## config.mk

```make
export PLATFORM = sky130hd
export DESIGN_NAME = blt_decide_flat
export DESIGN_NICKNAME = d
export VERILOG_FILES = /design/src/sv/blt_pkg.sv /design/src/sv/blt_if.sv /design/src/sv/blt_decide.sv /design/src/flat_wrapper.sv
export SDC_FILE = /design/constraint.sdc
export NUM_CORES = 1
export LEC_CHECK = 0
export ABC_AREA = 1
export BUFFER_PORTS_ARGS = -buffer_cell sky130_fd_sc_hd__buf_2
export CAP_MARGIN = 25
export CORE_ASPECT_RATIO = 0.8
export CORE_MARGIN = 2
export CORE_UTILIZATION = 50
export DETAILED_ROUTE_END_ITERATION = 10
export MAX_ROUTING_LAYER = met4
export PLACE_DENSITY = 0.87
export SYNTH_ARGS = -nofsm -noshare
export SYNTH_HDL_FRONTEND = slang
export SYNTH_SLANG_ARGS = --single-unit
```

## constraint.sdc

```tcl
create_clock -name clk -period 8.3 [get_ports clk]
set_input_delay 0.415 -clock clk [delete_from_list [all_inputs] [get_ports clk]]
set_output_delay 0.415 -clock clk [all_outputs]
set_load 0.01 [all_outputs]
```

## src/sv/blt_pkg.sv

```systemverilog
// Shared types, constants and sizes for the Bernsen local threshold unit.
// No dependencies; every other file refers to this package by scoped names.
`default_nettype none

package blt_pkg;

  // Storage sizes.
  localparam int MAX_WIDTH  = 1024;
  localparam int MAX_WINDOW = 7;

  // Field and register widths fixed by the interface.
  localparam int PIX_W      = 8;
  localparam int ROW_W      = 16;
  localparam int OUT_COL_W  = 10;
  localparam int WSIZE_W    = 3;
  localparam int IWIDTH_W   = 11;
  localparam int CMIN_W     = 8;
  localparam int CFG_DATA_W = 11;
  localparam int CFG_IDX_W  = 2;

  // Widths that follow from the storage sizes.
  localparam int COL_W  = $clog2(MAX_WIDTH);
  localparam int EFFW_W = $clog2(MAX_WIDTH + 1);
  localparam int SLOT_W = $clog2(MAX_WINDOW);
  localparam int SPAN_W = $clog2(MAX_WINDOW);
  localparam int HALF_W = $clog2(MAX_WINDOW / 2 + 1);

  localparam int FLAT_THRESHOLD = 128;
  localparam int PIX_HIGH       = 255;

  typedef enum logic [CFG_IDX_W-1:0] {
    REG_WINDOW_SIZE  = 2'd0,
    REG_IMAGE_WIDTH  = 2'd1,
    REG_CONTRAST_MIN = 2'd2
  } cfg_reg_t;

  // Working form of the configuration registers.
  typedef struct packed {
    logic                pass;
    logic [SPAN_W-1:0]   span;
    logic [HALF_W-1:0]   half;
    logic [EFFW_W-1:0]   width;
    logic [CMIN_W-1:0]   contrast_min;
  } cfg_t;

  // One pixel on its way through the pipeline.
  typedef struct packed {
    logic [PIX_W-1:0]     pixel;
    logic [SLOT_W-1:0]    slot;
    logic [ROW_W-1:0]     orow;
    logic [OUT_COL_W-1:0] ocol;
    logic                 emit;
    logic                 pass;
  } item_t;

  // Window statistics handed to the decision stage.
  typedef struct packed {
    logic [PIX_W-1:0]     lo;
    logic [PIX_W-1:0]     hi;
    logic [PIX_W-1:0]     ctr;
    logic [ROW_W-1:0]     orow;
    logic [OUT_COL_W-1:0] ocol;
    logic                 pass;
  } win_t;

endpackage

`default_nettype wire

```

## src/sv/blt_if.sv

```systemverilog
// Stream interfaces for source pixels and thresholded results.
// Depends on blt_pkg for field widths.
`default_nettype none


interface blt_out_if;
  logic                          valid;
  logic                          ready;
  logic [blt_pkg::ROW_W-1:0]     out_row;
  logic [blt_pkg::OUT_COL_W-1:0] out_col;
  logic [blt_pkg::PIX_W-1:0]     out_value;

  modport source (output valid, out_row, out_col, out_value, input ready);
  modport sink   (input valid, out_row, out_col, out_value, output ready);
endinterface

`default_nettype wire

```

## src/sv/blt_decide.sv

```systemverilog
// Threshold choice and binarisation, into the output register.
// Depends on blt_pkg and blt_if.
`default_nettype none

module blt_decide (
  input  wire logic          clk,
  input  wire logic          rst,
  input  wire blt_pkg::cfg_t cfg,
  input  wire logic          in_valid,
  output logic               in_ready,
  input  wire blt_pkg::win_t win,
  blt_out_if.source          results
);

  logic [blt_pkg::PIX_W-1:0] diff, thr, bin_value;
  logic [blt_pkg::PIX_W:0]   mid_sum;

  assign in_ready = !results.valid || results.ready;

  always_comb begin
    diff    = win.hi - win.lo;
    mid_sum = {1'b0, win.lo} + {1'b0, win.hi} + 1'b1;
    // Flat windows fall back to the fixed mid-grey threshold.
    if (diff < cfg.contrast_min) begin
      thr = blt_pkg::PIX_W'(blt_pkg::FLAT_THRESHOLD);
    end else begin
      thr = mid_sum[blt_pkg::PIX_W:1];
    end
    bin_value = (win.ctr >= thr) ? blt_pkg::PIX_W'(blt_pkg::PIX_HIGH) : '0;
  end

  always_ff @(posedge clk) begin
    if (rst) begin
      results.valid <= 1'b0;
    end else if (in_ready) begin
      results.valid <= in_valid;
    end
  end

  always_ff @(posedge clk) begin
    if (in_valid && in_ready) begin
      results.out_row   <= win.orow;
      results.out_col   <= win.ocol;
      results.out_value <= win.pass ? win.ctr : bin_value;
    end
  end

endmodule

`default_nettype wire

```

## src/flat_wrapper.sv

```systemverilog
// flat-port wrapper written by rule: the top's interface ports become plain ports
module blt_decide_flat 
  (clk, rst, cfg, in_valid, in_ready, win, results_valid, results_out_row, results_out_col, results_out_value, results_ready);
  blt_out_if results_i ();
  input  wire logic clk;
  input  wire logic rst;
  input  wire blt_pkg::cfg_t cfg;
  input  wire logic in_valid;
  output logic in_ready;
  input  wire blt_pkg::win_t win;
  output wire logic [$bits(results_i.valid)-1:0] results_valid;
  output wire logic [$bits(results_i.out_row)-1:0] results_out_row;
  output wire logic [$bits(results_i.out_col)-1:0] results_out_col;
  output wire logic [$bits(results_i.out_value)-1:0] results_out_value;
  input wire logic [$bits(results_i.ready)-1:0] results_ready;
  assign results_valid = results_i.valid;
  assign results_out_row = results_i.out_row;
  assign results_out_col = results_i.out_col;
  assign results_out_value = results_i.out_value;
  assign results_i.ready = results_ready;
  blt_decide u_core (.clk(clk), .rst(rst), .cfg(cfg), .in_valid(in_valid), .in_ready(in_ready), .win(win), .results(results_i));
endmodule
```

==> summary.md <==
| Metric | Value |
|---|---|
| Worst setup EP type | `flop` |
| Maximum capacitance violations | `0` |
| FF/Latch Area | `0.00104 mm²` |
| Placed instance area | `0.00283 mm²` |
| Worst-Margin Slew | `339 ps` |
| Sequential area share after synthesis | `0.451` |
| Status | `finished clean` |
| Antenna cell count | `0` |
| First DRT Iteration DRCs | `58` |
| Overflow after GRT | `0` |
| Area growth syn-to-layout | `28.5%` |
| Total GRT Usage | `0.208` |
| H-tree Lvls | `2` |
| Initial Util | `0.511` |
| RSZ-0062 raised after global routing | `false` |
| Post-Syn Area | `0.00231 mm²` |
| Final GP Congestion | `0.894` |
| Crit path max-delay cell type | `ha_1` |
| Worst-path clk slew | `70 ps` |
| Worst path bufs/invs | `2` |
| Mapped Avg Cell Area | `9.16 µm²` |
| Final setup margin | `4840 ps` |
| Core area | `0.00451 mm²` |
| Die area | `0.00518 mm²` |
| Fin nets | `465` |
| Lkg Pwr | `1.59 nW` |
| Final hold slack | `292 ps` |
| Crit-path leading delay family | `simple AND/OR/NAND/NOR gates` |
| Final core utilization | `0.657` |
| Worst-path fanout max | `9` |
| Yosys top cell by area | `edfxtp_1` |
| Arrival time at the worst endpoint | `3470 ps` |
| Max Freq | `289 MHz` |
| Hold_buf cts | `0` |
| Initial antenna violation count | `0` |
| First-pass GRT wire length | `8140 µm` |
| PortBufs | `98` |
| Pre-Repair DR Iteration Count | `4` |
| Dpl hpwl | `4200 µm` |
| CTS tree | `done` |
| Max Clock Skew | `5.07 ps` |
| WL/cell | `12.1 µm` |
| Pwr Density | `173 mW/mm²` |
| DR vias/cell | `4.83` |
| Layout Cells excl Fill | `414` |
| Power Total | `512 µW` |
| CP dominant cell by count | `nand2_1` |
| Syn. warnings | `0` |
| Crit path time final | `3460 ps` |
| Total Wirelength | `5020 µm` |
| TritonCTS Sinks | `35` |
| Detailed-route DRC error count | `0` |
| Share of layout cells above drive strength 1 | `0.336` |
| Count of final hold-check violations | `0` |
| Design area | `0.00297 mm²` |
| Fin. max-slew vios | `0` |
| Count of cell types in the netlist | `25` |
| Clock Latency Late Sink | `280 ps` |
| Crit Path Category | `in2reg` |
| Setup TNS | `0 ps` |
| Worst Setup Start Kind | `input port` |
| Via Count | `1998` |
| Slew headroom | `0.774` |
| Row Count | `22` |
| WP data required | `8320 ps` |
| Post-CTS sizing | `0` |
| CTS Root Cell | `clkbuf_8` |
| Pre-CTS setup slack | `4560 ps` |
| Worst Hold Class | `in2reg` |
| Area contributors post-synth | `edfxtp_1 44%, ha_1 16%, nand2_1 11%` |
| Post-CTS setup buffer count | `0` |
| # IOs | `116` |
| Fill cells | `362` |
| Crit path largest cell delay | `480 ps` |
| Vias in the first global route | `1889` |
| Cells after Synth | `252` |
| Die extent in x | `80.0 µm` |
| Synth Register Bits | `35` |
| CTS Buf Count | `5` |
| Final Cycle Share | `0.416` |
| Peak VDD IR | `0.125 mV` |
| Pin count of the biggest net entering global routing | `35` |
| Placed insts | `405` |
| Syn nets | `364` |
| Final setup vio count | `0` |
| Antenna viol nets, final | `0` |
| Share of the synthesized area in the top cell type | `0.442` |
| CTS Buffer Depth | `2` |
| Die Ht | `64.8 µm` |
| Multi-input logic area | `0.00105 mm²` |
| CP Cell Sequence | `buf_2 -> inv_1 -> ha_1 -> a21oi_1 -> a21oi_2 -> nand2_1 -> nand3_1 -> nand2_1 -> ha_1 -> nand2_1 -> o21a_1 -> nand2_1 -> nand3_1 -> ha_1 -> nand2_1 -> nand3_1 -> nand2_1 -> nand2_1 -> nand2_1 -> nand2_1 -> nand2_1 -> nand2_1` |
| R2R Setup Slk | `7240 ps` |
synth_stat cells:
cell,n
nand4_1,4
buf_1,1
inv_2,3
xor2_1,4
nor2_2,1
edfxtp_1,34
a21oi_2,3
nand3_2,1
o21ai_0,2
nand2_1,70
fa_1,2
a31oi_1,1
nor3_1,1
a21oi_1,13
nand3_1,17
nor2_1,10
nand2_2,2
a21boi_1,1
buf_6,3
dfxtp_1,1
clkbuf_8,1
ha_1,30
o21bai_2,1
o21a_1,3
inv_1,43
cell usage in the layout, fill, tap and decap left out, drive strengths merged:
cell type	netlist	routed
nand4	4	4
o21a	3	3
buf	4	99
clkinv	0	2
nand2	72	72
a21oi	16	16
nand3	18	18
inv	46	46
dfxtp	1	1
a31oi	1	1
a21boi	1	1
o21ai	2	2
clkbuf	1	5
xor2	4	4
edfxtp	34	34
nor2	11	11
fa	2	2
ha	30	30
bufinv	0	1
o21bai	1	1
nor3	1	1
logic make-up (layout without fill, tap and decap cells):
kind of cell,after synthesis,in the layout,share of synthesized area
buf+inv,51,153,0.0970
xor+xnor,4,4,0.0152
fa+ha+maj,32,32,0.180
simple gates,106,106,0.192
compound gates,24,24,0.0645
flops,35,35,0.451
routing by layer:
metal,wire (µm),vias up,GRT usage,share of wire
met1,1900,898,0.229,0.38
li1,-,1023,-,-
met4,46,0,0.0445,0.0092
met3,413,4,0.0390,0.082
met2,2660,73,0.390,0.53
met5,0,-,-,0
state kept, by name (all words and copies together), names as in the netlist:
| signal | cells |
|---|---|
| u_core.results.out_row | 16 |
| u_core.results.out_col | 10 |
| u_core.results.out_value | 8 |
| u_core.results.valid | 1 |
final cells by class:
cell class | count | share of cell area
clock buffer | 5 | 0.0232
clock inverter | 3 | 0.0148
inverter | 46 | 0.0582
multi-input combinational | 166 | 0.356
sequential | 35 | 0.351
tap | 60 | 0.0253
timing repair buffer | 99 | 0.172
worst paths after layout:
check | depth (start not counted) | start | end
worst max-delay path | 22 | win[45] | u_core.results.out_value[3]
worst min-delay path | 2 | rst | u_core.results.valid
worst max register to register | 2 | u_core.results.valid | u_core.results.out_col[9]
worst min register to register | 2 | u_core.results.valid | u_core.results.valid
where the power goes:
part,internal (mW),switching [mW],leakage [nW]
clock network,0.0893,0.0577,0.0581
registers,0.211,0.00336,0.339
logic,0.0621,0.0888,1.19
(Power assumes the default switching activity.)
