<file path="config.mk">
export PLATFORM = sky130hd
export DESIGN_NAME = blt_addr_gen
export DESIGN_NICKNAME = d
export VERILOG_FILES = /design/src/sv/blt_pkg.sv /design/src/sv/blt_addr_gen.sv
export SDC_FILE = /design/constraint.sdc
export NUM_CORES = 1
export LEC_CHECK = 0
export ABC_AREA = 1
export BUFFER_PORTS_ARGS = -buffer_cell sky130_fd_sc_hd__buf_2
export CORE_ASPECT_RATIO = 0.6
export CORE_MARGIN = 1
export CORE_UTILIZATION = 30
export DETAILED_ROUTE_END_ITERATION = 8
export SLEW_MARGIN = 20
export SYNTH_ARGS = -nofsm -noshare
export SYNTH_HDL_FRONTEND = slang
export SYNTH_SLANG_ARGS = --single-unit
export TNS_END_PERCENT = 20
</file>
<file path="constraint.sdc">
create_clock -name clk -period 12.2 [get_ports clk]
set_input_delay 1.22 -clock clk [delete_from_list [all_inputs] [get_ports clk]]
set_output_delay 1.22 -clock clk [all_outputs]
set_load 0.005 [all_outputs]
</file>
<file path="src/sv/blt_pkg.sv">
// Shared types, constants and sizes for the Bernsen local threshold unit.
// No dependencies; every other file refers to this package by scoped names.
`default_nettype none

package blt_pkg;

  // Storage sizes.
  localparam int MAX_WIDTH  = 1024;
  localparam int MAX_WINDOW = 7;

  // Field and register widths fixed by the interface.
  localparam int PIX_W      = 8;
  localparam int ROW_W      = 16;
  localparam int OUT_COL_W  = 10;
  localparam int WSIZE_W    = 3;
  localparam int IWIDTH_W   = 11;
  localparam int CMIN_W     = 8;
  localparam int CFG_DATA_W = 11;
  localparam int CFG_IDX_W  = 2;

  // Widths that follow from the storage sizes.
  localparam int COL_W  = $clog2(MAX_WIDTH);
  localparam int EFFW_W = $clog2(MAX_WIDTH + 1);
  localparam int SLOT_W = $clog2(MAX_WINDOW);
  localparam int SPAN_W = $clog2(MAX_WINDOW);
  localparam int HALF_W = $clog2(MAX_WINDOW / 2 + 1);

  localparam int FLAT_THRESHOLD = 128;
  localparam int PIX_HIGH       = 255;

  typedef enum logic [CFG_IDX_W-1:0] {
    REG_WINDOW_SIZE  = 2'd0,
    REG_IMAGE_WIDTH  = 2'd1,
    REG_CONTRAST_MIN = 2'd2
  } cfg_reg_t;

  // Working form of the configuration registers.
  typedef struct packed {
    logic                pass;
    logic [SPAN_W-1:0]   span;
    logic [HALF_W-1:0]   half;
    logic [EFFW_W-1:0]   width;
    logic [CMIN_W-1:0]   contrast_min;
  } cfg_t;

  // One pixel on its way through the pipeline.
  typedef struct packed {
    logic [PIX_W-1:0]     pixel;
    logic [SLOT_W-1:0]    slot;
    logic [ROW_W-1:0]     orow;
    logic [OUT_COL_W-1:0] ocol;
    logic                 emit;
    logic                 pass;
  } item_t;

  // Window statistics handed to the decision stage.
  typedef struct packed {
    logic [PIX_W-1:0]     lo;
    logic [PIX_W-1:0]     hi;
    logic [PIX_W-1:0]     ctr;
    logic [ROW_W-1:0]     orow;
    logic [OUT_COL_W-1:0] ocol;
    logic                 pass;
  } win_t;

endpackage

`default_nettype wire

</file>
<file path="src/sv/blt_addr_gen.sv">
// Row and column counters and line store slot for the incoming pixel.
// Depends on blt_pkg.
`default_nettype none

module blt_addr_gen (
  input  wire logic                      clk,
  input  wire logic                      rst,
  input  wire logic                      accept,
  input  wire logic [blt_pkg::PIX_W-1:0] pixel,
  input  wire logic                      frame_start,
  input  wire blt_pkg::cfg_t             cfg,
  output blt_pkg::item_t                 item,
  output logic [blt_pkg::COL_W-1:0]      col_addr
);

  logic [blt_pkg::ROW_W-1:0]  row_cnt, row_a, row_inc, row_cnt_next;
  logic [blt_pkg::COL_W-1:0]  col_cnt, col_a, col_cnt_next;
  logic [blt_pkg::SLOT_W-1:0] slot_cnt, slot_a, slot_cnt_next;
  logic [blt_pkg::EFFW_W-1:0] col_inc;

  // The slot follows the row modulo the store depth and restarts when the row wraps.
  function automatic logic [blt_pkg::SLOT_W-1:0] slot_step(
    input logic [blt_pkg::ROW_W-1:0]  new_row,
    input logic [blt_pkg::SLOT_W-1:0] s
  );
    logic [blt_pkg::SLOT_W-1:0] r;
    if (new_row == '0 || s == blt_pkg::SLOT_W'(blt_pkg::MAX_WINDOW - 1)) begin
      r = '0;
    end else begin
      r = s + 1'b1;
    end
    return r;
  endfunction

  always_comb begin
    row_a  = frame_start ? '0 : row_cnt;
    col_a  = frame_start ? '0 : col_cnt;
    slot_a = frame_start ? '0 : slot_cnt;
    // A width that shrank under a running row starts a new row here.
    if (blt_pkg::EFFW_W'(col_a) >= cfg.width) begin
      row_a  = row_a + 1'b1;
      slot_a = slot_step(row_a, slot_a);
      col_a  = '0;
    end
    col_inc = blt_pkg::EFFW_W'(col_a) + 1'b1;
    row_inc = row_a + 1'b1;
    if (col_inc >= cfg.width) begin
      col_cnt_next  = '0;
      row_cnt_next  = row_inc;
      slot_cnt_next = slot_step(row_inc, slot_a);
    end else begin
      col_cnt_next  = blt_pkg::COL_W'(col_inc);
      row_cnt_next  = row_a;
      slot_cnt_next = slot_a;
    end

    item.pixel = pixel;
    item.slot  = slot_a;
    item.pass  = cfg.pass;
    item.emit  = cfg.pass || (row_a >= blt_pkg::ROW_W'(cfg.span) &&
                              col_a >= blt_pkg::COL_W'(cfg.span));
    item.orow  = cfg.pass ? row_a : row_a - blt_pkg::ROW_W'(cfg.half);
    item.ocol  = blt_pkg::OUT_COL_W'(cfg.pass ? col_a
                                              : col_a - blt_pkg::COL_W'(cfg.half));
    col_addr   = col_a;
  end

  always_ff @(posedge clk) begin
    if (rst) begin
      row_cnt  <= '0;
      col_cnt  <= '0;
      slot_cnt <= '0;
    end else if (accept) begin
      row_cnt  <= row_cnt_next;
      col_cnt  <= col_cnt_next;
      slot_cnt <= slot_cnt_next;
    end
  end

endmodule

`default_nettype wire

</file>
==> impl_metrics.tcl, run 1 <==
set metrics [dict create \
    status "finished, final reports clean" \
    slew_headroom_pct 27.4 \
    clk_latency_ns 0.28 \
    port_buffers 61 \
    h-tree-depth 2 \
    gr-total-overflow 0 \
    skew_ns 0.00460 \
    hold_viol_final 0 \
    core_um2 14800 \
    clockBufferDepth 2 \
    worstSetupEndpointType "output port" \
    p_per_area_nw_per_um2 52.6 \
    nets 862 \
    place_congestion 0.918 \
    netlist_area_um2 4650 \
    dp_hpwl_mm 11.4 \
    syn-mean-instance-area_um2 6.23 \
    synthCells 747 \
    crit_path_max_fanout 32 \
    hold-worst-slack_ns 0.465 \
    path_clk_slew_ns 0.05 \
    ys_top_cells_by_area "nand2_1 14%, dfxtp_1 12%, ha_1 9.4%" \
    cp-start-kind "primary input" \
    rr_endpoint "row_cnt[14]" \
    grt_pass1_vias 4180 \
    synth-async-reset-ratio_pct 0 \
    num_rows 34 \
    hold_class "reg -> reg" \
    min_period_ns 6.99 \
    pin_count 86 \
    total_leakage_power_nw 2.67 \
    die_h_um 98.5 \
    worstRegToRegCells 30 \
    rsz0062_at_grt "no" \
    min_delay_path_depth 2 \
    path_cells "buf_2 -> nor2_1 -> ha_1 -> a21oi_1 -> nand2_1 -> nand2_1 -> nand2_1 -> nand2_4 -> nand2_8 -> nand2_1 -> nand2_1 -> inv_1 -> ha_1 -> inv_1 -> a211oi_2 -> inv_1 -> nor4_4 -> nand3_1 -> nor2_2 -> nand3_1 -> xor2_1 -> buf_2" \
    post-cts-setup-buffers 0 \
    drv_slew 0 \
    fmax_mhz 143 \
    pre_cts_ws_ns 5.13 \
    n_antenna_cell 0 \
    report.final.setup_viol 0 \
    crit_family "simple AND/OR/NAND/NOR gates" \
    cp_data_arrival_time_ns 5.77 \
    synth_edf_count 0 \
    initial_core_util_pct 31.4 \
    cts_tree "done" \
    vias 4794 \
    cts-resized-gates 0 \
    fin_crit_sh_pct 57.3 \
    synthFlopType "dfxtp_1" \
    cts_sinks 29 \
    via_per_inst 4.86 \
    wl_per_cell_um 14.4 \
    yosysWarnings 0 \
    dieWidth_um 163 \
    dr.pass1.iters 5 \
    routed_wl_mm 14.2 \
    worst_pin_slew_ns 1.09 \
    ir_drop_mv 0.0435 \
    place_inst 980 \
    drt-initial-drc-count 366 \
    antenna_left 0 \
    path_class "in -> out" \
    final_cells 987 \
    layout-drive-gt1-share_pct 21.3 \
    max-cap-violations 0 \
    antenna_found_initial 0 \
    min_from "col_cnt[0]" \
    syn_nets 820 \
    min_to "col_cnt[0]" \
    cts_root_buf "clkbuf_16" \
    synth_top_area_share_pct 13.8 \
    drc_errors 0 \
    track_usage_pct 18.2 \
    max_stage_delay_ns 0.66 \
    slowest_stage "buf_2" \
    fin_setup_tns_ns 0 \
    setup_slack_ns 5.21 \
    r2r_start "col_cnt[2]" \
    power_mw 0.271 \
    required_ns 10.98 \
    cp_common_cell "nand2_1" \
    ctsHoldBuffers 0 \
    crit_buf_inv 5 \
    yosysSeqAreaShare_pct 12.5 \
    synth-seq-cells 29 \
    die_area_um2 16000 \
    syn_to_final_growth_pct 10.6 \
    ys_types 52 \
    regToRegSetupSlack_ns 6.60 \
    grt_pass1_wl_mm 22.8 \
    cp.depth 22 \
    numCtsBuffers 5 \
    synth_top_area_cell "nand2_1" \
    grt_max_degree 33 \
]
## metrics by stage
step	utilization [%]	area (um^2)
floorplan	-	4650
CTS	34.8	5150
global route	34.8	5150
global placement	33.8	5010
detailed placement	33.8	5010
finish	34.8	5150
## layer usage
layer  track usage (%)  vias to the layer above  routed length, um
met3              3.66                        8               1140
li1                  -                     2448                  -
met5                 0                        -                  0
met2              21.6                      161               4870
met4              2.80                        0                 92
met1              31.4                     2177               8120
## kinds of logic (layout without fill, tap and decap cells)
group | Yosys count | after routing | synth area share (%)
simple gates | 409 | 409 | 44.7
buf+inv | 155 | 197 | 15.1
compound gates | 79 | 79 | 10.6
xor+xnor | 39 | 39 | 7.34
fa+ha+maj | 36 | 36 | 9.84
flops | 29 | 29 | 12.5
## flip-flops by register name, indices dropped and copies added, names as in the netlist
register  cells
row_cnt      16
slot_cnt      3
col_cnt      10
## worst register-to-register path: cells and delay by family, from the launching register on
family                     cells  cell delay, ns
adders and majority gates      2            0.60
DFF                            1            0.32
buffers and inverters          5            0.77
AOI/OAI and AO/OA              4            0.62
and+or+nand+nor               19            3.23
## worst max path at each step
stage / from / end / slack, ns
5_1_grt: frame_start / item[27] / 4.87
4_1_cts: frame_start / item[27] / 5.24
6_report: frame_start / item[27] / 5.21
3_3_place_gp: frame_start / row_cnt[2] / 5.16
2_1_floorplan: frame_start / item[25] / 6.71
3_5_place_dp: frame_start / row_cnt[14] / 5.13
## cell usage in the layout, fill, tap and decap left out, drive strengths merged, types with 2 or more instances in the layout
| master | netlist | final |
|---|---|---|
| a211oi | 2 | 2 |
| a21oi | 26 | 26 |
| a22oi | 8 | 8 |
| buf | 19 | 62 |
| clkbuf | 8 | 7 |
| dfxtp | 29 | 29 |
| ha | 35 | 35 |
| inv | 127 | 127 |
| nand2 | 212 | 212 |
| nand3 | 61 | 61 |
| nand3b | 2 | 2 |
| nand4 | 10 | 10 |
| nor2 | 108 | 108 |
| nor3 | 12 | 12 |
| nor4 | 3 | 3 |
| o21a | 3 | 3 |
| o21ai | 22 | 22 |
| o221ai | 2 | 2 |
| o22ai | 10 | 10 |
| o31ai | 2 | 2 |
| xnor2 | 2 | 2 |
| xor2 | 37 | 37 |
## power breakdown
part / internal, mW / total (mW) / switching [mW]
sequential: 0.0957 / 0.0962 / 0.000578
clock: 0.0800 / 0.124 / 0.0440
combinational: 0.0181 / 0.0508 / 0.0326
total: 0.194 / 0.271 / 0.0772
## cell type report
type | count | area, um^2
flip-flops and latches | 29 | 581
well taps | 198 | 248
repair buffers | 62 | 313
fillers | 1700 | 9660
inverters | 128 | 493
multi-input cells | 563 | 3370
clock buffers | 7 | 143
## cell usage after synthesis (11+ instances only)
library cell,count
nor2_2,17
ha_1,35
o21ai_0,20
nor3_1,11
buf_4,12
inv_1,116
nand2_2,32
dfxtp_1,29
nor2_1,78
xor2_1,37
nand2_1,171
nand3_1,53
a21oi_1,23
No activity file was read; power rests on OpenSTA's default activity.
==> run 2, diff against run 1 <==
--- a/config.mk
+++ b/config.mk
@@ -5,7 +5,7 @@
 export SDC_FILE = /design/constraint.sdc
 export NUM_CORES = 1
 export LEC_CHECK = 0
-export ABC_AREA = 1
+export ABC_AREA = 0
 export BUFFER_PORTS_ARGS = -buffer_cell sky130_fd_sc_hd__buf_2
 export CORE_ASPECT_RATIO = 0.6
 export CORE_MARGIN = 1
==> constraint.sdc (replaced) <==
create_clock -name clk -period 5.7 [get_ports clk]
set_input_delay 0.57 -clock clk [delete_from_list [all_inputs] [get_ports clk]]
set_output_delay 0.57 -clock clk [all_outputs]
set_load 0.005 [all_outputs]
==> run 2 against run 1 <==
- cell count decreased by 11%
- clock power grew to 2.6 times the previous value
- count of clock-buffer cells in the layout did not move
- hold slack better by 0.010 ns
- critical path depth shrank 7
- global-route usage increased by 0.12 points
- register-to-register slack worse by 5.8 ns
- first-iteration DRC count grew 19%
- flip-flop and latch count stayed put
- via count shrank 2.4%
- critical path type unchanged
==> impl_metrics.tcl, run 2 <==
set metrics [dict create \
    drc_errors 0 \
    path_clk_slew_ns 0.05 \
    pre_cts_ws_ns 0.464 \
    cp_common_cell "nor2b_1" \
    die_area_um2 15700 \
    dr.pass1.iters 5 \
    syn_to_final_growth_pct 13.9 \
    num_rows 34 \
    dieWidth_um 161 \
    h-tree-depth 2 \
    fin_setup_tns_ns 0 \
    nets 749 \
    slew_headroom_pct 32.4 \
    total_leakage_power_nw 2.28 \
    path_cells "buf_2 -> nor2b_1 -> ha_1 -> a21oi_1 -> o21ai_0 -> a31oi_1 -> nand2_1 -> o21ai_1 -> ha_1 -> nor2b_1 -> or4_1 -> nor2b_1 -> nand3_1 -> xor2_1 -> buf_2" \
    yosysSeqAreaShare_pct 12.7 \
    multi_input_area_um2 3620 \
    clk_latency_ns 0.28 \
    worst_pin_slew_ns 1.01 \
    fin_crit_sh_pct 91.6 \
    crit_path_max_fanout 10 \
    required_ns 5.13 \
    antenna_left 0 \
    layout_commonest_cell "nor2_1" \
    drv_slew 0 \
    syn_nets 708 \
    largest_register "row_cnt" \
    largest_reg_flops 16 \
    yosysWarnings 0 \
    antenna_found_initial 0 \
    synthFlopType "dfxtp_1" \
    drt-initial-drc-count 434 \
    final_cells 875 \
    layout_common_cells "64 x nor2_1, 61 x buf_2, 58 x nand2_1, 47 x xnor2_1" \
    synth_top_area_share_pct 12.7 \
    cp-start-kind "primary input" \
    core_um2 14700 \
    rsz0062_at_grt "no" \
    synthTopCellsByCount "64 x nor2_1, 58 x nand2_1, 47 x xnor2_1, 35 x ha_1, 35 x inv_1" \
    place_inst 867 \
    grt_pass1_wl_mm 22.8 \
    ys_top_cells_by_area "dfxtp_1 13%, ha_1 9.6%, xnor2_1 9.0%" \
    hold_viol_final 0 \
    cts_root_buf "clkbuf_16" \
    min_period_ns 5.22 \
    gr-total-overflow 0 \
    path_class "in -> out" \
    cp.depth 15 \
    via_per_inst 5.35 \
    synthCells 635 \
    hold_class "reg -> reg" \
    cts_sinks 29 \
    pin_count 86 \
    die_h_um 97.6 \
    register_area_um2 581 \
    n_antenna_cell 0 \
    slowest_stage "or4_1" \
    report.final.setup_viol 0 \
    max_stage_delay_ns 0.50 \
    dp_hpwl_mm 11.2 \
    post-cts-setup-buffers 0 \
    synth-seq-cells 29 \
    clockBufferDepth 2 \
    grt_max_degree 51 \
    stdcell_area_um2 5200 \
    initial_core_util_pct 31.1 \
    grt_pass1_vias 4020 \
    cts_tree "done" \
    status "finished, final reports clean" \
    synth_edf_count 0 \
    top_regs "row_cnt: 16 flops, col_cnt: 10 flops, slot_cnt: 3 flops" \
    wl_per_cell_um 16.6 \
    port_buffers 61 \
    layout-drive-gt1-share_pct 16.1 \
    dpl_cell_area_um2 5030 \
    routed_wl_mm 14.6 \
    cts-resized-gates 0 \
    fillers 1595 \
    ctsHoldBuffers 0 \
    skew_ns 0.00774 \
    min_delay_path_depth 2 \
    crit_buf_inv 2 \
    p_per_area_nw_per_um2 133 \
    cp_data_arrival_time_ns 4.65 \
    yosysMostFrequentCell "nor2_1" \
    worstRegToRegCells 17 \
    track_usage_pct 18.3 \
    setup_slack_ns 0.476 \
    vias 4678 \
    worstSetupEndpointType "output port" \
    syn-mean-instance-area_um2 7.19 \
    max-cap-violations 0 \
    numCtsBuffers 5 \
    synth-async-reset-ratio_pct 0 \
    synth_top_area_cell "dfxtp_1" \
    fmax_mhz 191 \
    place_congestion 0.918 \
    ys_types 76 \
    ir_drop_mv 0.0976 \
    netlist_area_um2 4570 \
    crit_family "simple AND/OR/NAND/NOR gates" \
]
==> run 2: changes by cell type in the layout (fill, tap and decap cells not counted), sizes merged, moves of 12 or more <==
cell,delta
xor2,-22
mux2i,+19
and3,+12
nand3,-31
nor2b,+24
nor2,-41
buf,+18
nand2,-154
xnor2,+48
inv,-92
nand2b,+19
==> run 2: area by class of cell <==
class | count | area share, %
clock inverters | 1 | 0.577
clock buffers | 7 | 2.74
repair buffers | 80 | 8.61
flip-flops and latches | 29 | 11.2
multi-input cells | 525 | 69.6
well taps | 198 | 4.76
inverters | 35 | 2.53
==> run 2: report_power, final <==
part | switching [mW] | leakage [nW] | total (mW) | internal, mW
Combinational | 0.0858 | 1.96 | 0.151 | 0.0653
Sequential | 0.00997 | 0.236 | 0.218 | 0.208
Clock | 0.102 | 0.0841 | 0.321 | 0.218
==> run 2: per-stage QoR <==
step                utilization, %  power [mW]  hold WS, ns
global route                  35.4       0.725        0.498
finish                        35.4       0.690        0.475
global placement              34.3       0.372        0.463
floorplan                        -       0.322        0.446
CTS                           35.4       0.693        0.475
detailed placement            34.3       0.372        0.468
==> run 2: final timing paths <==
check | startpoint | endpoint | slack [ns]
min reg2reg | col_cnt[4] | col_cnt[4] | 0.47
max reg2reg | col_cnt[2] | row_cnt[15] | 0.77
max | frame_start | item[21] | 0.48
min | col_cnt[4] | col_cnt[4] | 0.47
==> run 2: metal layers <==
| layer | share of wire [%] | track usage, % | up-vias |
|---|---|---|---|
| met1 | 54 | 30.3 | 2159 |
| met3 | 8.3 | 4.27 | 10 |
| li1 | - | - | 2320 |
| met2 | 37 | 23.0 | 189 |
| met5 | 0 | 0 | - |
| met4 | 0.48 | 2.32 | 0 |
==> run 2: logic make-up (layout without fill, tap and decap cells) <==
logic type | count (synthesis) | in the layout | synth area share, %
buffers and inverters | 81 | 123 | 7.97
muxes | 22 | 22 | 4.99
adders and majority gates | 37 | 37 | 10.2
DFF | 29 | 29 | 12.7
xor gates and xnor gates | 65 | 65 | 13.4
AOI/OAI and AO/OA | 122 | 122 | 18.6
and+or+nand+nor | 279 | 279 | 32.1
==> run 2: worst register-to-register path: cells and delay by family, from the launching register on <==
kind	cells	cell delay [ns]
and+or+nand+nor	7	1.77
DFF	1	0.36
buffers and inverters	1	0.29
xor gates and xnor gates	1	0.16
adders and majority gates	2	0.52
AOI/OAI and AO/OA	6	1.74
