### src/sv/blt_pkg.sv
// Shared types, constants and sizes for the Bernsen local threshold unit.
// No dependencies; every other file refers to this package by scoped names.
`default_nettype none

package blt_pkg;

  // Storage sizes.
  localparam int MAX_WIDTH  = 1024;
  localparam int MAX_WINDOW = 7;

  // Field and register widths fixed by the interface.
  localparam int PIX_W      = 8;
  localparam int ROW_W      = 16;
  localparam int OUT_COL_W  = 10;
  localparam int WSIZE_W    = 3;
  localparam int IWIDTH_W   = 11;
  localparam int CMIN_W     = 8;
  localparam int CFG_DATA_W = 11;
  localparam int CFG_IDX_W  = 2;

  // Widths that follow from the storage sizes.
  localparam int COL_W  = $clog2(MAX_WIDTH);
  localparam int EFFW_W = $clog2(MAX_WIDTH + 1);
  localparam int SLOT_W = $clog2(MAX_WINDOW);
  localparam int SPAN_W = $clog2(MAX_WINDOW);
  localparam int HALF_W = $clog2(MAX_WINDOW / 2 + 1);

  localparam int FLAT_THRESHOLD = 128;
  localparam int PIX_HIGH       = 255;

  typedef enum logic [CFG_IDX_W-1:0] {
    REG_WINDOW_SIZE  = 2'd0,
    REG_IMAGE_WIDTH  = 2'd1,
    REG_CONTRAST_MIN = 2'd2
  } cfg_reg_t;

  // Working form of the configuration registers.
  typedef struct packed {
    logic                pass;
    logic [SPAN_W-1:0]   span;
    logic [HALF_W-1:0]   half;
    logic [EFFW_W-1:0]   width;
    logic [CMIN_W-1:0]   contrast_min;
  } cfg_t;

  // One pixel on its way through the pipeline.
  typedef struct packed {
    logic [PIX_W-1:0]     pixel;
    logic [SLOT_W-1:0]    slot;
    logic [ROW_W-1:0]     orow;
    logic [OUT_COL_W-1:0] ocol;
    logic                 emit;
    logic                 pass;
  } item_t;

  // Window statistics handed to the decision stage.
  typedef struct packed {
    logic [PIX_W-1:0]     lo;
    logic [PIX_W-1:0]     hi;
    logic [PIX_W-1:0]     ctr;
    logic [ROW_W-1:0]     orow;
    logic [OUT_COL_W-1:0] ocol;
    logic                 pass;
  } win_t;

endpackage

`default_nettype wire

### src/sv/blt_window.sv
// Column minimum and maximum registers sliding along the row, then the
// window minimum and maximum. Depends on blt_pkg.
`default_nettype none

module blt_window (
  input  wire logic                        clk,
  input  wire logic                        rst,
  input  wire blt_pkg::cfg_t               cfg,
  input  wire logic                        in_valid,
  output logic                             in_ready,
  input  wire blt_pkg::item_t              item_in,
  input  wire logic [blt_pkg::PIX_W-1:0]   bank_data [blt_pkg::MAX_WINDOW],
  output logic                             valid,
  input  wire logic                        ready,
  output blt_pkg::win_t                    win
);

  localparam int NW = blt_pkg::MAX_WINDOW;

  logic                        col_valid, col_ready, win_ready;
  blt_pkg::item_t              col_item;
  logic [blt_pkg::PIX_W-1:0]   colv [NW];
  logic [blt_pkg::SLOT_W-1:0]  bank_idx [NW];
  logic [blt_pkg::PIX_W-1:0]   new_min, new_max;
  logic [blt_pkg::PIX_W-1:0]   cmin [NW];
  logic [blt_pkg::PIX_W-1:0]   cmax [NW];
  logic [blt_pkg::PIX_W-1:0]   cctr [NW];
  blt_pkg::win_t               win_next;

  assign win_ready = !valid || ready;
  assign col_ready = !col_valid || win_ready;
  assign in_ready  = col_ready;

  // Gather the new column: distance zero is the incoming pixel, distance d
  // lies in the bank of the row d lines above.
  always_comb begin
    new_min = blt_pkg::PIX_W'(blt_pkg::PIX_HIGH);
    new_max = '0;
    for (int d = 0; d < NW; d++) begin
      if (item_in.slot < blt_pkg::SLOT_W'(d)) begin
        bank_idx[d] = item_in.slot + blt_pkg::SLOT_W'(NW - d);
      end else begin
        bank_idx[d] = item_in.slot - blt_pkg::SLOT_W'(d);
      end
      colv[d] = (d == 0) ? item_in.pixel : bank_data[bank_idx[d]];
      if (d <= int'(cfg.span)) begin
        if (colv[d] < new_min) new_min = colv[d];
        if (colv[d] > new_max) new_max = colv[d];
      end
    end
  end

  always_ff @(posedge clk) begin
    if (rst) begin
      col_valid <= 1'b0;
    end else if (col_ready) begin
      col_valid <= in_valid;
    end
  end

  always_ff @(posedge clk) begin
    if (in_valid && col_ready) begin
      col_item <= item_in;
      cmin[0]  <= new_min;
      cmax[0]  <= new_max;
      cctr[0]  <= colv[blt_pkg::SLOT_W'(cfg.half)];
      for (int j = 1; j < NW; j++) begin
        cmin[j] <= cmin[j-1];
        cmax[j] <= cmax[j-1];
        cctr[j] <= cctr[j-1];
      end
    end
  end

  // Entry j holds the column j places left of the newest one.
  always_comb begin
    win_next.lo   = blt_pkg::PIX_W'(blt_pkg::PIX_HIGH);
    win_next.hi   = '0;
    for (int j = 0; j < NW; j++) begin
      if (j <= int'(cfg.span)) begin
        if (cmin[j] < win_next.lo) win_next.lo = cmin[j];
        if (cmax[j] > win_next.hi) win_next.hi = cmax[j];
      end
    end
    win_next.ctr  = col_item.pass ? col_item.pixel : cctr[blt_pkg::SLOT_W'(cfg.half)];
    win_next.orow = col_item.orow;
    win_next.ocol = col_item.ocol;
    win_next.pass = col_item.pass;
  end

  always_ff @(posedge clk) begin
    if (rst) begin
      valid <= 1'b0;
    end else if (win_ready) begin
      valid <= col_valid && col_item.emit;
    end
  end

  always_ff @(posedge clk) begin
    if (col_valid && win_ready) begin
      win <= win_next;
    end
  end

endmodule

`default_nettype wire

### config.mk
export PLATFORM = sky130hd
export DESIGN_NAME = blt_window
export DESIGN_NICKNAME = d
export VERILOG_FILES = /design/src/sv/blt_pkg.sv /design/src/sv/blt_window.sv
export SDC_FILE = /design/constraint.sdc
export NUM_CORES = 1
export LEC_CHECK = 0
export BUFFER_PORTS_ARGS = -buffer_cell sky130_fd_sc_hd__buf_2
export CAP_MARGIN = 5
export CORE_MARGIN = 2
export CORE_UTILIZATION = 35
export CTS_CLUSTER_SIZE = 14
export DETAILED_ROUTE_END_ITERATION = 6
export HOLD_SLACK_MARGIN = 0.03
export SYNTH_ARGS = -nofsm -noshare
export SYNTH_HDL_FRONTEND = slang
export SYNTH_SLANG_ARGS = --single-unit
### constraint.sdc
create_clock -name clk -period 16.55 [get_ports clk]
set_clock_uncertainty 0.1 [all_clocks]
set_input_delay 1.655 -clock clk [delete_from_list [all_inputs] [get_ports clk]]
set_output_delay 1.655 -clock clk [all_outputs]
set_load 0.02 [all_outputs]
==> results of run 1 <==
## logic make-up after synthesis
logic type	Yosys count	share of synthesized area, %
compound gates	376	14.2
flops	233	39.2
mux	231	16.7
fa+ha+maj	182	12.8
simple gates	455	11.9
buf+inv	217	4.82
xor+xnor	7	0.492
## layer usage
metal / part of all wire, % / vias to the layer above / wire (um) / track usage, %
li1: - / 6694 / - / -
met1: 43 / 6700 / 20100 / 22.6
met2: 48 / 447 / 22600 / 29.8
met3: 5.6 / 93 / 2620 / 2.07
met4: 3.1 / 0 / 1450 / 6.15
met5: 0 / - / 0 / 0
## state kept, by name, summed over array words and instances (netlist names)
signal	flops
col_item	36
cctr	32
cmin	56
cmax	56
valid	1
win	51
col_valid	1
## area by class of cell
class                   count  area (um2)
fillers                  4808       29800
multi-input cells        1251       10000
flip-flops and latches    233        6980
repair buffers            202        1140
well taps                 672         841
clock buffers              32         672
inverters                 156         586
clock inverters            14         129
diodes                      1        2.50
## cell usage in the layout (no fill, tap or decap), types with 5 or more instances in the layout
| cell | count |
|---|---|
| mux2i_1 | 127 |
| nand2_1 | 148 |
| clkbuf_1 | 5 |
| a21o_1 | 39 |
| and2_1 | 8 |
| buf_2 | 156 |
| edfxtp_1 | 231 |
| a211oi_1 | 22 |
| nor2_1 | 130 |
| or2_2 | 5 |
| ha_1 | 181 |
| and4_1 | 5 |
| a221oi_1 | 6 |
| nand2b_1 | 18 |
| o21a_1 | 9 |
| a21oi_1 | 131 |
| buf_4 | 45 |
| mux2_2 | 56 |
| nor2b_1 | 27 |
| and3_1 | 6 |
| o21ai_0 | 70 |
| nor3_1 | 20 |
| nand3_1 | 43 |
| a311oi_2 | 5 |
| clkbuf_16 | 25 |
| inv_1 | 155 |
| nand4_1 | 26 |
| mux4_2 | 47 |
| o211ai_1 | 14 |
| o21ai_1 | 11 |
## worst max-delay path, delay by kind of cell
kind                     cells  cell delay, ns
AO/OA/AOI/OAI               16            3.79
multiplexers                 3            0.90
AND/OR/NAND/NOR             30            5.35
adder cells (fa/ha/maj)      7            2.36
buffers and inverters        7            1.34
## power by group
part / leakage (nW) / internal [mW] / switching [mW] / total (mW)
Combinational: 6.15 / 0.923 / 1.17 / 2.09
Sequential: 2.26 / 0.795 / 0.0486 / 0.844
Clock: 0.386 / 0.307 / 0.236 / 0.543
## stage by stage
stage          worst slack (ns)  utilization, %  cells  cell area, um2
2_1_floorplan              2.19               -   1701           17800
3_3_place_gp               1.13            38.9   2514           19500
6_report                   1.28            40.5   2561           20300
3_5_place_dp              0.947            38.9   2514           19500
5_1_grt                   0.197            40.5   2561           20300
4_1_cts                    1.47            40.5   2560           20300
## path summary, 6_finish.rpt
path,to,start,slack [ns],cells past startpoint
max,cmax[0][6],item_in[30],1.28,63
min,win[21],col_item[22],0.32,0
max reg2reg,win[43],cmin[1][1],4.17,44
min reg2reg,win[21],col_item[22],0.32,0
## repair_timing
action	4_1_cts	5_1_grt
setup endpoints to repair	0	2
resized for setup	0	1
hold buffers	0	0
==> impl_metrics.env, run 1 <==
export IMPL_area_growth_pct=14.3
export IMPL_clk_latency_ns=0.54
export IMPL_critPathLaunchType="primary input"
export IMPL_grt_pass1_wl_um=74000
export IMPL_globalRouteOverflowTotal=0
export IMPL_num_vias=13934
export IMPL_final_nets=2174
export IMPL_core_area_um2=50200
export IMPL_final_max_slew_violation_count=0
export IMPL_routed_wl_um=46800
export IMPL_io_buffers=156
export IMPL_fp_row_count=82
export IMPL_cts_tree="done"
export IMPL_p_total_mw=3.48
export IMPL_vias_per_cell=5.44
export IMPL_grt_pass1_vias=13997
export IMPL_root_buffer="clkbuf_16"
export IMPL_crit_top_cell="ha_1"
export IMPL_die_x_um=230
export IMPL_cp_max_fo=17
export IMPL_maxCapViolations=0
export IMPL_drive_gt1_share_pct=20.5
export IMPL_max_stage_delay_ns=0.58
export IMPL_synth_distinct_cells=87
export IMPL_syn_nets=2006
export IMPL_grt_max_degree=81
export IMPL_cp_required_ns=16.74
export IMPL_first_iter_violations=966
export IMPL_yosysSeqAreaShare_pct=39.2
export IMPL_timing_hold_ws_ns=0.318
export IMPL_crit_slowest_cell="ha_1"
export IMPL_synthArstFlopShare_pct=0
export IMPL_finalSetupViolCount=0
export IMPL_hold_viol=0
export IMPL_syn_inst=1701
export IMPL_post_cts_setup_buffers=0
export IMPL_pin_count=177
export IMPL_synth_area_um2=17800
export IMPL_timing_final_crit_share_pct=92.3
export IMPL_fin_crit_ns=15.27
export IMPL_clk_pin_slew_ns=0.06
export IMPL_outcome="finished clean"
export IMPL_synth_ff_type="edfxtp_1"
export IMPL_htreeDepth=1
export IMPL_ir_drop_uv=72.9
export IMPL_worst_slew_pin_slew_ns=1.16
export IMPL_power_density_nw_per_um2=171
export IMPL_antenna_found_initial=1
export IMPL_initial_core_util_pct=35.5
export IMPL_cts_buffers=25
export IMPL_netlist_top_cells_area="edfxtp_1, ha_1, mux2i_1"
export IMPL_synth_area_leader_cell="edfxtp_1"
export IMPL_worstSetupEndpointType="flip-flop"
export IMPL_wl_per_cell_um=18.3
export IMPL_dpl_hpwl_um=35800
export IMPL_slew_headroom_pct=22.6
export IMPL_yosys_warnings=0
export IMPL_drc=0
export IMPL_ys_ff_latch=233
export IMPL_fmax_mhz=65.5
export IMPL_synth_edff_count=231
export IMPL_synth_commonest_cells="edfxtp_1, ha_1, inv_1"
export IMPL_grtUsageTotal_pct=17.4
export IMPL_numClockSinks=233
export IMPL_gp_congestion=0.890
export IMPL_clock_path_buffers=3
export IMPL_rsz0062_at_grt="no"
export IMPL_arrival_ns=15.45
export IMPL_fin_tns_setup_ns=0
export IMPL_postRouteAntennaNets=0
export IMPL_leakagePower_nw=8.79
export IMPL_fp_dieH_um=230
export IMPL_hold_class="reg -> reg"
export IMPL_synth_area_per_cell_um2=10.5
export IMPL_synth_most_common_cell="edfxtp_1"
export IMPL_die_area_um2=52700
export IMPL_crit_type="in -> reg"
export IMPL_dr_pass1_iters=5
export IMPL_synth_top_area_share_pct=39.0
No activity file was read; power rests on OpenSTA's default activity.
==> run 2: changes to the inputs <==
--- a/config.mk
+++ b/config.mk
@@ -5,6 +5,7 @@
 export SDC_FILE = /design/constraint.sdc
 export NUM_CORES = 1
 export LEC_CHECK = 0
+export ABC_AREA = 1
 export BUFFER_PORTS_ARGS = -buffer_cell sky130_fd_sc_hd__buf_2
 export CAP_MARGIN = 5
 export CORE_MARGIN = 2
==> run 2 against run 1 <==
Effect of this change:
- sequential share of layout area up 1.2 points
- area after synthesis down 2.1%
- total power up 5.5%
- hold slack about the same
- synthesized cell count up 25%
- count of clock-buffer cells in the layout unchanged
- clock power up 3%
- combinational power up 9%
- register-to-register slack better by 1.9 ns
- utilization down 0.51 points
- non-clock buffer count down 20
- sequential cell count unchanged
- largest power group unchanged
- highest routed layer is now met5
==> impl_metrics.env, run 2 <==
export IMPL_outcome="finished clean"
export IMPL_postRouteAntennaNets=0
export IMPL_holdPathStages=0
export IMPL_synth_compound_area_share_pct=19.8
export IMPL_synth_top_family_by_area="compound AO/OA/AOI/OAI gates"
export IMPL_use_met3_pct=2.48
export IMPL_dr_pass1_iters=5
export IMPL_diodes=0
export IMPL_synth_commonest_cells="nand2_1, o21ai_0, edfxtp_1"
export IMPL_slew_headroom_pct=33.6
export IMPL_num_vias=15369
export IMPL_die_area_um2=51600
export IMPL_fin_tns_setup_ns=0
export IMPL_cp_max_fo=19
export IMPL_fmax_mhz=74.8
export IMPL_p_total_mw=3.67
export IMPL_crit_slowest_cell="a2111oi_2"
export IMPL_yosys_area_share_simple_pct=19.6
export IMPL_synth_area_um2=17400
export IMPL_globalRouteOverflowTotal=0
export IMPL_hold_class="reg -> reg"
export IMPL_final_common_cell="nand2_1"
export IMPL_synth_top_area_share_pct=39.8
export IMPL_dpl_hpwl_um=35800
export IMPL_layout_common_cells="nand2_1, o21ai_0, edfxtp_1, inv_1, ha_1"
export IMPL_numClockSinks=233
export IMPL_worstSetupEndpointType="flip-flop"
export IMPL_ys_ff_latch=233
export IMPL_htreeDepth=1
export IMPL_cts_tree="done"
export IMPL_io_buffers=156
export IMPL_fp_row_count=81
export IMPL_fin_util_pct=40.0
export IMPL_synth_area_leader_cell="edfxtp_1"
export IMPL_drive_gt1_share_pct=13.1
export IMPL_gp_congestion=0.919
export IMPL_clock_path_buffers=3
export IMPL_pin_count=177
export IMPL_drc=0
export IMPL_fin_cells=2932
export IMPL_worst_slew_pin_slew_ns=0.996
export IMPL_fin_crit_ns=13.36
export IMPL_cp_required_ns=16.76
export IMPL_synth_ff_type="edfxtp_1"
export IMPL_synth_edff_count=231
export IMPL_critPathLaunchType="primary input"
export IMPL_ir_drop_uv=84.1
export IMPL_yosysSeqAreaShare_pct=40.0
export IMPL_grt_pass1_wl_um=77000
export IMPL_maxCapViolations=0
export IMPL_power_density_nw_per_um2=187
export IMPL_antenna_found_initial=3
export IMPL_post_cts_resized=0
export IMPL_yosys_warnings=0
export IMPL_area_growth_pct=12.6
export IMPL_leakagePower_nw=8.62
export IMPL_finalSetupViolCount=0
export IMPL_clk_latency_ns=0.56
export IMPL_synth_distinct_cells=57
export IMPL_die_x_um=227
export IMPL_timing_final_crit_share_pct=80.7
export IMPL_grt_pass1_vias=15004
export IMPL_routed_wl_um=48300
export IMPL_max_stage_delay_ns=0.76
export IMPL_grt_max_degree=106
export IMPL_syn_inst=2123
export IMPL_hold_viol=0
export IMPL_grtUsageMet2_pct=32.5
export IMPL_final_nets=2554
export IMPL_cts_buffers=27
export IMPL_top_usage_layer="met2"
export IMPL_dpl_cell_count=2884
export IMPL_grtUsageMet1_pct=24.0
export IMPL_root_buffer="clkbuf_16"
export IMPL_synth_most_common_cell="nand2_1"
export IMPL_synth_fa_ha_area_share_pct=13.0
export IMPL_arrival_ns=13.58
export IMPL_post_cts_setup_buffers=0
export IMPL_r2r_cells=43
export IMPL_final_max_slew_violation_count=0
export IMPL_vias_per_cell=5.24
export IMPL_reg_largest_list="cmax x56, cmin x56, win x51"
export IMPL_first_iter_violations=1025
export IMPL_rsz0062_at_grt="no"
export IMPL_wl_per_cell_um=16.5
export IMPL_core_area_um2=49100
export IMPL_initial_core_util_pct=35.5
export IMPL_netlist_top_cells_area="edfxtp_1, ha_1, nand2_1"
export IMPL_cts_hold_buffers=0
export IMPL_clk_pin_slew_ns=0.06
export IMPL_synthArstFlopShare_pct=0
export IMPL_crit_type="in -> reg"
export IMPL_grtUsageTotal_pct=18.7
export IMPL_syn_nets=2428
export IMPL_synthMuxAreaShare_pct=0.402
export IMPL_synth_area_per_cell_um2=8.21
export IMPL_synth_xor_area_share_pct=0
export IMPL_fp_dieH_um=227
## run 2: through the flow
stage | hold slack (ns) | area, um2 | worst slack [ns]
detailed placement | 0.305 | 18800 | 2.81
CTS | 0.320 | 19600 | 3.35
floorplan | 0.300 | 17400 | 4.39
global route | 0.333 | 19600 | 1.92
finish | 0.318 | 19600 | 3.19
global placement | 0.300 | 18800 | 3.01
## run 2: cell type report
type / count / area, um2
Clock inverter: 16 / 125
Fill cell: 4890 / 29400
Timing Repair Buffer: 182 / 976
Sequential cell: 233 / 6980
Inverter: 209 / 805
Multi-Input combinational cell: 1596 / 9230
Tap cell: 664 / 831
Clock buffer: 32 / 694
## run 2: critical path: cells and delay by family
kind	cells	cell delay, ns
AND/OR/NAND/NOR	18	2.44
AO/OA/AOI/OAI	20	6.61
adder cells (fa/ha/maj)	7	2.40
buffers and inverters	3	0.43
## run 2: logic make-up after synthesis
kind of cell	count (synthesis)
simple gates	804
compound gates	604
buf+inv	294
flops	233
fa+ha+maj	181
mux	7
## run 2: routing by layer
metal	share of wire (%)	wire length, um
met5	0.070	34
met2	48	23100
met3	5.7	2760
met4	2.3	1130
met1	44	21300
## run 2: path summary, 6_finish.rpt
kind / from / to / slack (ns)
max: item_in[29] / cmin[0][3] / 3.19
min: col_item[26] / win[25] / 0.32
max reg2reg: cmin[1][1] / win[45] / 6.07
min reg2reg: col_item[26] / win[25] / 0.32
## run 2: report_power, final
part           internal, mW  switching, mW  leakage, nW  total [mW]
combinational         0.808           1.46         5.97        2.27
sequential            0.803         0.0398         2.25       0.843
clock                 0.317          0.243        0.405       0.560
total                  1.93           1.75         8.62        3.67
==> run 3: changes to the inputs <==
==> constraint.sdc (replaced) <==
create_clock -name clk -period 11.05 [get_ports clk]
set_clock_uncertainty 0.1 [all_clocks]
set_input_delay 1.105 -clock clk [delete_from_list [all_inputs] [get_ports clk]]
set_output_delay 1.105 -clock clk [all_outputs]
set_load 0.02 [all_outputs]
==> run 3 against run 2 <==
Effect of this change:
- die area is the same
- count of clock-buffer cells in the layout shrank 5
- design area grew 2.8%
- cell count grew 2.0%
- clock power grew 53%
- first-iteration DRC count grew 12%
- total power grew 56%
- non-clock buffer count grew 60
- global-route usage is essentially flat
- hold slack lost 0.00060 ns
- sequential power grew 49%
- register-to-register slack lost 4.8 ns
==> impl_metrics.env, run 3 (same netlist as run 2, synthesis figures left out) <==
export IMPL_outcome="finished clean"
export IMPL_crit_slowest_cell="o21ai_0"
export IMPL_cp_required_ns=11.35
export IMPL_pin_count=177
export IMPL_slew_headroom_pct=26.9
export IMPL_critPathLaunchType="primary input"
export IMPL_numClockSinks=233
export IMPL_area_growth_pct=15.7
export IMPL_grt_pass1_wl_um=77300
export IMPL_num_vias=15752
export IMPL_final_cell_area_um2=20200
export IMPL_max_stage_delay_ns=0.40
export IMPL_grt_max_degree=67
export IMPL_io_buffers=156
export IMPL_timing_critical_path_buf_inv=8
export IMPL_globalRouteOverflowTotal=0
export IMPL_core_area_um2=49100
export IMPL_finalSetupViolCount=0
export IMPL_antenna_found_initial=1
export IMPL_hold_class="reg -> reg"
export IMPL_hold_end="win[25]"
export IMPL_layout_common_cells="nand2_1, o21ai_0, edfxtp_1, inv_1, ha_1"
export IMPL_fp_row_count=81
export IMPL_clk_pin_slew_ns=0.06
export IMPL_final_common_cell="nand2_1"
export IMPL_fin_crit_ns=10.15
export IMPL_cts_buffers=26
export IMPL_fin_util_pct=41.1
export IMPL_fmax_mhz=98.5
export IMPL_leakagePower_nw=8.94
export IMPL_crit_type="in -> reg"
export IMPL_wl_per_cell_um=16.3
export IMPL_ir_drop_uv=171
export IMPL_r2r_cells=45
export IMPL_postRouteAntennaNets=0
export IMPL_vias_per_cell=5.26
export IMPL_dr_pass1_iters=6
export IMPL_clock_path_buffers=3
export IMPL_die_area_um2=51600
export IMPL_cp_max_fo=15
export IMPL_final_max_slew_violation_count=0
export IMPL_root_buffer="clkbuf_16"
export IMPL_worst_slew_pin_slew_ns=1.08
export IMPL_hold_path_startpoint="col_item[26]"
export IMPL_reg2reg_to="win[36]"
export IMPL_hold_viol=0
export IMPL_timing_final_crit_share_pct=91.9
export IMPL_drive_gt1_share_pct=15.8
export IMPL_die_x_um=227
export IMPL_drc=0
export IMPL_crit_family="simple AND/OR/NAND/NOR gates"
export IMPL_grtUsageTotal_pct=18.7
export IMPL_place_area_um2=19200
export IMPL_timing_hold_ws_ns=0.318
export IMPL_final_nets=2613
export IMPL_initial_core_util_pct=35.5
export IMPL_gp_congestion=0.923
export IMPL_crit_top_cell="nand2_1"
export IMPL_cts_tree="done"
export IMPL_routed_wl_um=48800
export IMPL_clk_latency_ns=0.55
export IMPL_diodes=0
export IMPL_cts_hold_buffers=0
export IMPL_fp_dieH_um=227
export IMPL_timing_final_ws_setup_ns=0.896
export IMPL_reg_largest_list="cmax x56, cmin x56, win x51"
export IMPL_rrSetupSlack_ns=1.25
export IMPL_htreeDepth=1
export IMPL_dpl_hpwl_um=36300
export IMPL_first_iter_violations=1151
export IMPL_power_density_nw_per_um2=283
export IMPL_dp_slack_ns=-0.243
export IMPL_holdPathStages=0
export IMPL_arrival_ns=10.46
export IMPL_maxCapViolations=0
export IMPL_worstSetupEndpointType="flip-flop"
export IMPL_r2r_start="cmax[1][7]"
export IMPL_grt_pass1_vias=15034
export IMPL_crit_start="item_in[29]"
==> run 3: cell types whose count changed in the layout (fill, tap and decap cells not counted), sizes merged <==
cell,before,now
bufinv,1,3
clkbuf,32,27
buf,182,242
inv,210,208
clkinv,13,18
==> run 3: metal layers <==
layer,routed length (um),GRT usage [%],share of wire (%)
met1,21400,24.4,44
met2,22700,31.8,47
met3,3330,2.63,6.8
met4,1300,6.18,2.7
met5,0,0,0
==> run 3: worst reg2reg max path: cells and delay by family (launching register included) <==
kind	cells	cell delay [ns]
AO/OA/AOI/OAI	17	4.30
AND/OR/NAND/NOR	16	1.73
multiplexers	1	0.14
buffers and inverters	5	0.83
flip-flops	1	0.42
adder cells (fa/ha/maj)	6	2.03
==> run 3: per-stage QoR <==
step	TNS, ns	cells	power [mW]
2_1_floorplan	0	2123	3.85
4_1_cts	0	2983	5.71
5_1_grt	-0.292	2992	6.40
3_5_place_dp	-1.87	2935	4.82
6_report	0	2992	5.72
3_3_place_gp	0	2935	4.66
==> run 3: final cells by class <==
cell class              count  area (um2)
inverters                 209         805
multi-input cells        1596        9290
repair buffers            242        1430
flip-flops and latches    233        6980
fillers                  4882       28900
clock inverters            21         194
well taps                 664         831
clock buffers              27         654
==> run 3: worst max-delay path by stage <==
stage,end,slack (ns),cells after the start
5_1_grt,cmin[0][7],-0.05,55
2_1_floorplan,cmin[0][1],0.10,54
4_1_cts,cmin[0][3],0.27,50
6_report,cmax[0][6],0.90,63
3_3_place_gp,cmax[0][6],0.05,59
3_5_place_dp,cmin[0][3],-0.24,50
==> run 3: what timing repair did <==
item	in CTS	in global routing
buffers inserted	0	9
setup endpoints to repair	0	24
gates resized for setup	0	28
==> run 3: power breakdown <==
part	internal [mW]	leakage (nW)	switching, mW
clock network	0.501	0.420	0.356
registers	1.20	2.25	0.0620
logic	1.35	6.27	2.24
